==> src/rtl/wrns_pkg.sv <==
// ----------------------------------------------------------------------------
// wrns_pkg
// Shared widths, command and status codes, and divider handshake types for
// the waypoint ring with nearest-point start.
// ----------------------------------------------------------------------------
package wrns_pkg;

  localparam int MAX_POINTS = 64;
  localparam int CNT_W      = $clog2(MAX_POINTS + 1);
  localparam int ADDR_W     = $clog2(MAX_POINTS);
  localparam int IDX_W      = 31;
  localparam int COORD_W    = 32;
  localparam int LAP_W      = 32;
  localparam int DIST_W     = 2 * COORD_W + 1;

  localparam logic [IDX_W-1:0] IDX_MAX   = {IDX_W{1'b1}};
  localparam logic [LAP_W-1:0] LAP_EMPTY = {LAP_W{1'b1}};

  localparam logic [1:0] CMD_APPEND = 2'd0;
  localparam logic [1:0] CMD_START  = 2'd1;
  localparam logic [1:0] CMD_FETCH  = 2'd2;
  localparam logic [1:0] CMD_CLEAR  = 2'd3;

  localparam logic [1:0] ST_OK    = 2'd0;
  localparam logic [1:0] ST_EMPTY = 2'd1;
  localparam logic [1:0] ST_FULL  = 2'd2;

  typedef struct packed {
    logic             start;
    logic [IDX_W-1:0] dividend;
    logic [CNT_W-1:0] divisor;
  } div_req_t;

  typedef struct packed {
    logic             done;
    logic [IDX_W-1:0] quot;
    logic [CNT_W-1:0] rem;
  } div_res_t;

endpackage

==> src/rtl/wrns_div.sv <==
// ----------------------------------------------------------------------------
// wrns_div
// Restoring divider, one quotient bit per cycle: visit index by point count.
// ----------------------------------------------------------------------------
module wrns_div (
  input  logic              clk,
  input  logic              rst_n,
  input  wrns_pkg::div_req_t req,
  output wrns_pkg::div_res_t res
);
  import wrns_pkg::*;

  localparam int STEP_W = $clog2(IDX_W);

  logic [IDX_W-1:0]  quot_r;
  logic [CNT_W-1:0]  rem_r;
  logic [CNT_W-1:0]  divisor_r;
  logic [STEP_W-1:0] step_r;
  logic              busy_r;
  logic              done_r;

  logic [CNT_W:0]    rem_sh;
  logic              ge;
  logic [CNT_W-1:0]  rem_nxt;

  always_comb begin
    rem_sh  = {rem_r, quot_r[IDX_W-1]};
    ge      = rem_sh >= {1'b0, divisor_r};
    rem_nxt = ge ? CNT_W'(rem_sh - {1'b0, divisor_r}) : rem_sh[CNT_W-1:0];
  end

  always_ff @(posedge clk) begin
    if (!rst_n) begin
      busy_r <= 1'b0;
      done_r <= 1'b0;
    end else begin
      done_r <= 1'b0;
      if (req.start) begin
        quot_r    <= req.dividend;
        divisor_r <= req.divisor;
        rem_r     <= '0;
        step_r    <= STEP_W'(IDX_W - 1);
        busy_r    <= 1'b1;
      end else if (busy_r) begin
        quot_r <= {quot_r[IDX_W-2:0], ge};
        rem_r  <= rem_nxt;
        if (step_r == '0) begin
          busy_r <= 1'b0;
          done_r <= 1'b1;
        end else begin
          step_r <= step_r - STEP_W'(1);
        end
      end
    end
  end

  assign res.done = done_r;
  assign res.quot = quot_r;
  assign res.rem  = rem_r;

endmodule

==> config.mk <==
export PLATFORM = sky130hd
export DESIGN_NAME = wrns_div
export DESIGN_NICKNAME = d
export VERILOG_FILES = /design/src/rtl/wrns_pkg.sv /design/src/rtl/wrns_div.sv
export SDC_FILE = /design/constraint.sdc
export NUM_CORES = 1
export LEC_CHECK = 0
export BUFFER_PORTS_ARGS = -buffer_cell sky130_fd_sc_hd__buf_2
export CAP_MARGIN = 30
export CORE_MARGIN = 2
export CORE_UTILIZATION = 50
export CTS_CLUSTER_DIAMETER = 200
export CTS_CLUSTER_SIZE = 24
export DETAILED_ROUTE_END_ITERATION = 8
export PLACE_DENSITY = 0.78
export SETUP_SLACK_MARGIN = 0.02
export SLEW_MARGIN = 15
export SYNTH_ARGS = -nofsm -noshare
export SYNTH_HDL_FRONTEND = slang
export SYNTH_SLANG_ARGS = --single-unit
==> constraint.sdc <==
create_clock -name clk -period 2.63 [get_ports clk]
set_clock_uncertainty 0.2 [all_clocks]
set_input_delay 0.1315 -clock clk [delete_from_list [all_inputs] [get_ports clk]]
set_output_delay 0.1315 -clock clk [all_outputs]
set_load 0.01 [all_outputs]
== Word level (Yosys, flattened, before mapping) ==
Cells that the tools add are included.
Storage, ports and cells
  register bits after elaboration: 52
  input bits: 41
  word-level logic and storage cells: 28
  output and inout port bits: 39
Operators by class
  mux-type cells: 10
  add/sub/neg operators: 2
  reduce and logical (&&, ||, !) cells: 6
  bitwise gates (word level): 2
  magnitude comparators: 1
  eq/ne operators: 1
Operators by type and width (number)
  31-bit two-way mux: 2
  7-bit two-way mux: 2
  5-bit two-way mux: 2
  8-bit by 7-bit >= comparator with 1-bit output: 1
  7-bit subtractor: 1
  5-bit zero test: 1
  5-bit by 1-bit subtractor with 5-bit output, second input constant: 1
  1-bit two-way mux: 4
  2-bit AND reduction: 2
  3-bit AND reduction: 1
  3-bit OR reduction: 1
  2-bit inequality test, second input constant: 1
  1-bit inverter: 2
  2-bit nonzero test: 1

== Logic depth before layout (Yosys ltp) ==
Gate-level depths: netlist of run 1.
  depth after elaboration: 4
  depth in mapped cells: 8
  depth with buffers taken out: 8

== Worst setup path after synthesis of run 1 ==
Ideal clock, no wire load.
  path type: input to register
  start: input port req[38] in the netlist's numbering
  end: register step_r[0] (enable)
  arrival: 1824 ps
  required time: 2055 ps
  cell stages on the path: 3
  buffers on the path: 1
  slack: 231 ps
  path through: buf_2 o21a_1 a21boi_0
On the way
  word-level cells in the longest chain between the ends: 2
  elaborated cells between the ends (all ways): 3
  those cells by class: eq/ne (1); reduce/logical (2)
RTL lines
  start: declaration: RTL line wrns_div.sv:8  | input wrns_pkg::div_req_t req,
  2-bit inequality test (no line) / 2-bit nonzero test (equally long branches)
  3-bit AND reduction (no line) *
  end signal: assignment: RTL line wrns_div.sv:42  | step_r <= STEP_W'(IDX_W - 1);
  end signal: assignment: RTL line wrns_div.sv:51  | step_r <= step_r - STEP_W'(1);
  end: declaration: RTL line wrns_div.sv:18  | logic [STEP_W-1:0] step_r;
Mark *: on every way between the ends. The rest lies on a longest branch, timed or not.
A chain may end at the register's enable or synchronous reset.

== Worst setup path in the final report of run 1 ==
  start: register quot_r[30]
  end: register rem_r[6], data pin
On the way
  word-level cells in the longest chain between the ends: 3
  elaborated cells between the ends (all ways): 4
  those cells by class: add/sub (1); order compare (1); mux (2)
RTL lines
  start: declaration: RTL line wrns_div.sv:15  | logic [IDX_W-1:0] quot_r;
  start signal: assignment: RTL line wrns_div.sv:39  | quot_r <= req.dividend;
  start signal: assignment: RTL line wrns_div.sv:45  | quot_r <= {quot_r[IDX_W-2:0], ge};
  7-bit subtractor / 8-bit by 7-bit >= comparator with 1-bit output (equally long branches): RTL line wrns_div.sv:29, wrns_div.sv:28
  7-bit two-way mux *: RTL line wrns_div.sv:29  | rem_nxt = ge ? CNT_W'(rem_sh - {1'b0, divisor_r}) : rem_sh[CNT_W-1:0];
  7-bit two-way mux *: RTL line wrns_div.sv:44  | end else if (busy_r) begin
  end signal: assignment: RTL line wrns_div.sv:46  | rem_r <= rem_nxt;
  end: declaration: RTL line wrns_div.sv:16  | logic [CNT_W-1:0] rem_r;
Mark *: on every way between the ends. The rest lies on a longest branch, timed or not. The select of a mux whose other input is x is not followed.

==> impl_metrics.ini, run 1 <==
[floorplan]
ios = 80
start_util = 0.510
die_area_um2 = 5700
die_w_um = 75.5
coreArea_um2 = 5010
die_h_um = 75.5
row_count = 26

[grt]
grtUsageTotal = 0.213
grt_use_met3 = 0.0489
grt_first_pass_wirelength_mm = 8.80
met1_usage = 0.268
grt_overflow = 0
grt_pass1_vias = 1834
antenna_found_initial = 0
grt_max_degree = 44
met2_usage = 0.365
grt_busiest_layer = met2

[layout]
layout-drive-gt1-share = 0.319
mostFrequentLayoutCells = buf_2, edfxtp_1, dlygate4sd3_1
area_delta_synth_final_pct = 37.7
antenna-diode-count = 0
final_cells = 374
final_common_cell = buf_2
nNetsFinal = 354
fillers = 374

[clock_network]
h-tree-depth = 2
root_buffer = clkbuf_8
cts_tree = done
cts_buffer_depth = 2
clkLatencyLatePin_ns = 0.32
path_clk_slew_ns = 0.11
cts_sinks = 52
numCtsBuffers = 5

[run_status]
status = finished clean

[pwr]
leakage_nw = 1.45
p_per_area_nw_per_um2 = 535
power.total_mw = 1.88
irDropWorstVdd_uv = 337

[hold_path]
hold_class = in2reg

[drt]
detail_route.vias_per_cell = 5.14
remaining_drc_errors = 0
drtIter0Drc = 84
firstDrtPassIters = 4
totalWireLength_mm = 5.58
wire_per_inst_um = 14.9
antenna_left = 0
vias = 1923

[synth]
seq_area_frac_synth = 0.603
syn_area_um2 = 2560
synth_edf_count = 50
synth_ff_type = edfxtp_1
syn_avg_cell_area_um2 = 14.2
synthCells = 180
ys_ff_latch = 52
syn_nets = 231
yosys_warnings = 0
synthDistinctLibCells = 42
synthArstFlopShare = 0

[timing]
finalCritPeriodShare = 0.908
finalSetupViolCount = 0
hold_viol = 0
whs_ns = 0.332
drv_slew = 0
fmax_ghz = 0.419
fin_crit_ns = 2.39
tightest_slew_ns = 0.785
finalSetupTns_ns = 0
rsz0062_at_grt = false
relSlewSlack = 0.472

[critical_path]
arrival_ns = 2.35
start_kind = register
worstPathRequired_ns = 2.60
cp_max_fo = 7
critPathCaptureType = register
crit_type = reg2reg

[placement]
numPortBuffers = 79
routabilityCongestion = 0.783
dpl.hpwl_mm = 3.43
dpl.cell_count = 325

[job]
drv_cap = 0
[worst max-delay path, cell delays in order (launching register included)]
cell	delay, ns
edfxtp_1	0.41
inv_1	0.06
ha_1	0.22
fa_1	0.40
nand2b_2	0.21
o2bb2ai_2	0.15
a31o_4	0.25
a22o_1	0.22
a21oi_2	0.12
[power breakdown]
| part | switching [mW] | internal (mW) | leakage [nW] |
|---|---|---|---|
| Clock | 0.275 | 0.190 | 0.0456 |
| Combinational | 0.200 | 0.202 | 0.911 |
| Sequential | 0.0320 | 0.983 | 0.489 |
[metrics by stage]
step	utilization	setup slack [ns]	cell area [um2]
final	0.703	0.243	3520
after global routing	0.703	0.0825	3520
after CTS	0.703	0.240	3520
after detailed placement	0.604	0.267	3020
after global placement	0.604	0.349	3020
after floorplan	-	0.231	2560
[sequential cells by signal, summed over array words and instances (netlist names)]
signal and count:
busy_r 1, divisor_r 7, done_r 1, quot_r 31, rem_r 7, step_r 5
[metal layers]
| metal | part of all wire | vias to the layer above |
|---|---|---|
| li1 | - | 934 |
| met1 | 0.42 | 925 |
| met2 | 0.52 | 54 |
| met3 | 0.048 | 10 |
| met4 | 0.014 | 0 |
| met5 | 0 | - |
[cell type report]
type	instances	area, um2	area share
sequential	52	1540	0.438
clock buffer	6	72.6	0.0206
timing repair buffer	122	821	0.233
tap	70	87.6	0.0249
clock inverter	2	13.8	0.00391
multi-input combinational	109	936	0.266
inverter	13	48.8	0.0139
[cell families (layout without fill, tap and decap cells)]
| group | Yosys count | count (layout) | share of synthesized area |
|---|---|---|---|
| XOR/XNOR | 4 | 4 | 0.0137 |
| adder cells (fa/ha/maj) | 10 | 10 | 0.0519 |
| buffers and inverters | 19 | 143 | 0.0313 |
| multiplexers | 33 | 33 | 0.145 |
| AND/OR/NAND/NOR | 31 | 31 | 0.0656 |
| flip-flops | 52 | 52 | 0.603 |
| AO/OA/AOI/OAI | 31 | 31 | 0.0900 |
[worst paths after layout]
path / slack (ns) / depth (start not counted) / endpoint / start
worst max-delay path: 0.24 / 8 / rem_r[6] / quot_r[30]
worst max register to register: 0.24 / 8 / rem_r[6] / quot_r[30]
worst min register to register: 0.36 / 1 / quot_r[5] / quot_r[4]
worst min-delay path: 0.33 / 2 / divisor_r[5] / req[5]
[cell usage after synthesis, drive strengths merged (2+ instances only)]
cell type	instances	area, um2
ha	9	113
nand2b	4	27.5
nor2	6	22.5
nor2b	2	12.5
a211oi	2	15.0
edfxtp	50	1500
buf	6	31.3
a21boi	2	15.0
a21oi	9	48.8
o21a	3	22.5
xnor2	4	35.0
mux2	32	360
nand3	5	25.0
inv	13	48.8
o21ai	6	33.8
dfxtp	2	40.0
nor3	7	35.0
nand2	2	7.51
[what timing repair did]
action,CTS,global route
endpoints found under the hold margin,40,0
resized for setup,0,0
buffers inserted,0,0
hold buffers,41,0
Note: power is estimated with default switching activity, not from simulation.
==> run 2: changes to the inputs <==
--- a/config.mk
+++ b/config.mk
@@ -8,11 +8,11 @@
 export BUFFER_PORTS_ARGS = -buffer_cell sky130_fd_sc_hd__buf_2
 export CAP_MARGIN = 30
 export CORE_MARGIN = 2
-export CORE_UTILIZATION = 50
+export CORE_UTILIZATION = 45
 export CTS_CLUSTER_DIAMETER = 200
 export CTS_CLUSTER_SIZE = 24
 export DETAILED_ROUTE_END_ITERATION = 8
-export PLACE_DENSITY = 0.78
+export PLACE_DENSITY = 0.72
 export SETUP_SLACK_MARGIN = 0.02
 export SLEW_MARGIN = 15
 export SYNTH_ARGS = -nofsm -noshare
==> run 2 against run 1 <==
  * Total power rose by 6.3%
  * Core utilization fell by 5.8 points
  * Cell count rose by 0.27%
  * Critical path type unchanged
  * Largest power group unchanged
==> impl_metrics.ini, run 2 (same netlist as run 1, synthesis figures left out) <==
[layout]
antenna-diode-count = 0
final_cells = 375
reg.largest.list = quot_r (31), divisor_r (7), rem_r (7)
layout-drive-gt1-share = 0.323
nNetsFinal = 353
area_delta_synth_final_pct = 38.7
top_register = quot_r
mostFrequentLayoutCells = buf_2, edfxtp_1, dlygate4sd3_1
final_common_cell = buf_2
largest_reg_flops = 31

[drt]
totalWireLength_mm = 5.79
antenna_left = 0
firstDrtPassIters = 4
wire_per_inst_um = 15.4
detail_route.vias_per_cell = 5.04
drtIter0Drc = 69
remaining_drc_errors = 0
vias = 1890

[clock_network]
h-tree-depth = 2
ctsHoldBuffers = 40
cts_setup_buffers = 0
cts_resized = 0
cts_buffer_depth = 2
root_buffer = clkbuf_8
cts_tree = done
numCtsBuffers = 5
cts_sinks = 52
clkLatencyLatePin_ns = 0.30
path_clk_slew_ns = 0.10

[placement]
routabilityCongestion = 0.851
dpl.cell_count = 327
dpl.hpwl_mm = 3.60
numPortBuffers = 79

[timing]
fin_crit_ns = 2.38
hold_viol = 0
finalSetupTns_ns = 0
finalCritPeriodShare = 0.904
finalSetupViolCount = 0
fmax_ghz = 0.421
relSlewSlack = 0.484
rsz0062_at_grt = false
drv_slew = 0
tightest_slew_ns = 0.767

[floorplan]
row_count = 27
start_util = 0.464
die_area_um2 = 6300
die_h_um = 79.4
ios = 80
coreArea_um2 = 5510
die_w_um = 79.4

[critical_path]
cpPeakStageDelay_ns = 0.40
worstPathRequired_ns = 2.47
r2r-start = quot_r[30]
arrival_ns = 2.22
crit_type = reg2reg
startpoint = quot_r[30]
cp_max_fo = 7
cp_cell_sequence = inv_1 > ha_1 > fa_1 > nand2b_2 > o2bb2ai_2 > a31o_4 > nand2_1 > a211oi_1
start_kind = register
slowest_stage = fa_1
critPathCaptureType = register
reg2regPathDepth = 8

[grt]
grt_overflow = 0
grt_pass1_vias = 1944
grtUsageTotal = 0.192
grt_first_pass_wirelength_mm = 9.22
grt_max_degree = 45
antenna_found_initial = 0

[hold_path]
hold_path_depth = 1
hold_class = reg2reg
holdCritStartpoint = busy_r

[pwr]
leakage_nw = 1.45
power.total_mw = 2.00
irDropWorstVdd_uv = 370
p_per_area_nw_per_um2 = 564

[run_status]
status = finished clean

[job]
drv_cap = 0
-- run 2: layout make-up --
cell class | count | area, um2
Tap cell | 72 | 90.1
Clock buffer | 6 | 82.6
Multi-Input combinational cell | 109 | 936
Clock inverter | 2 | 38.8
Fill cell | 395 | 1960
Inverter | 13 | 48.8
Sequential cell | 52 | 1540
Timing Repair Buffer | 121 | 811
-- run 2: worst max-delay path, delay by kind of cell, from the launching register on --
kind	cells	cell delay (ns)
fa+ha+maj	2	0.62
compound gates	3	0.50
flops	1	0.39
simple gates	2	0.35
buf+inv	1	0.06
-- run 2: per-layer routing --
metal / vias to the layer above / share of wire / track usage
met3: 4 / 0.068 / 0.0656
met2: 70 / 0.51 / 0.352
li1: 926 / - / -
met1: 890 / 0.41 / 0.212
met4: 0 / 0.0052 / 0.0534
met5: - / 0 / 0
-- run 2: path summary, 6_finish.rpt --
kind | endpoint | slack [ns]
hold reg to reg | done_r | 0.32
setup reg to reg | rem_r[1] | 0.25
setup / recovery | rem_r[1] | 0.25
hold / removal | done_r | 0.32
-- run 2: power by group --
group	leakage [nW]	switching, mW	internal, mW
combinational	0.904	0.205	0.202
clock	0.0614	0.269	0.312
sequential	0.489	0.0318	0.983
total	1.45	0.506	1.50
-- run 2: metrics by stage --
stage | utilization | instance area, um2 | worst slack (ns) | hold slack (ns)
2_1_floorplan | - | 2560 | 0.231 | 0.0304
3_3_place_gp | 0.550 | 3030 | 0.338 | 0.109
3_5_place_dp | 0.550 | 3030 | 0.268 | 0.110
4_1_cts | 0.644 | 3550 | 0.249 | 0.309
5_1_grt | 0.644 | 3550 | 0.110 | 0.314
6_report | 0.644 | 3550 | 0.253 | 0.318
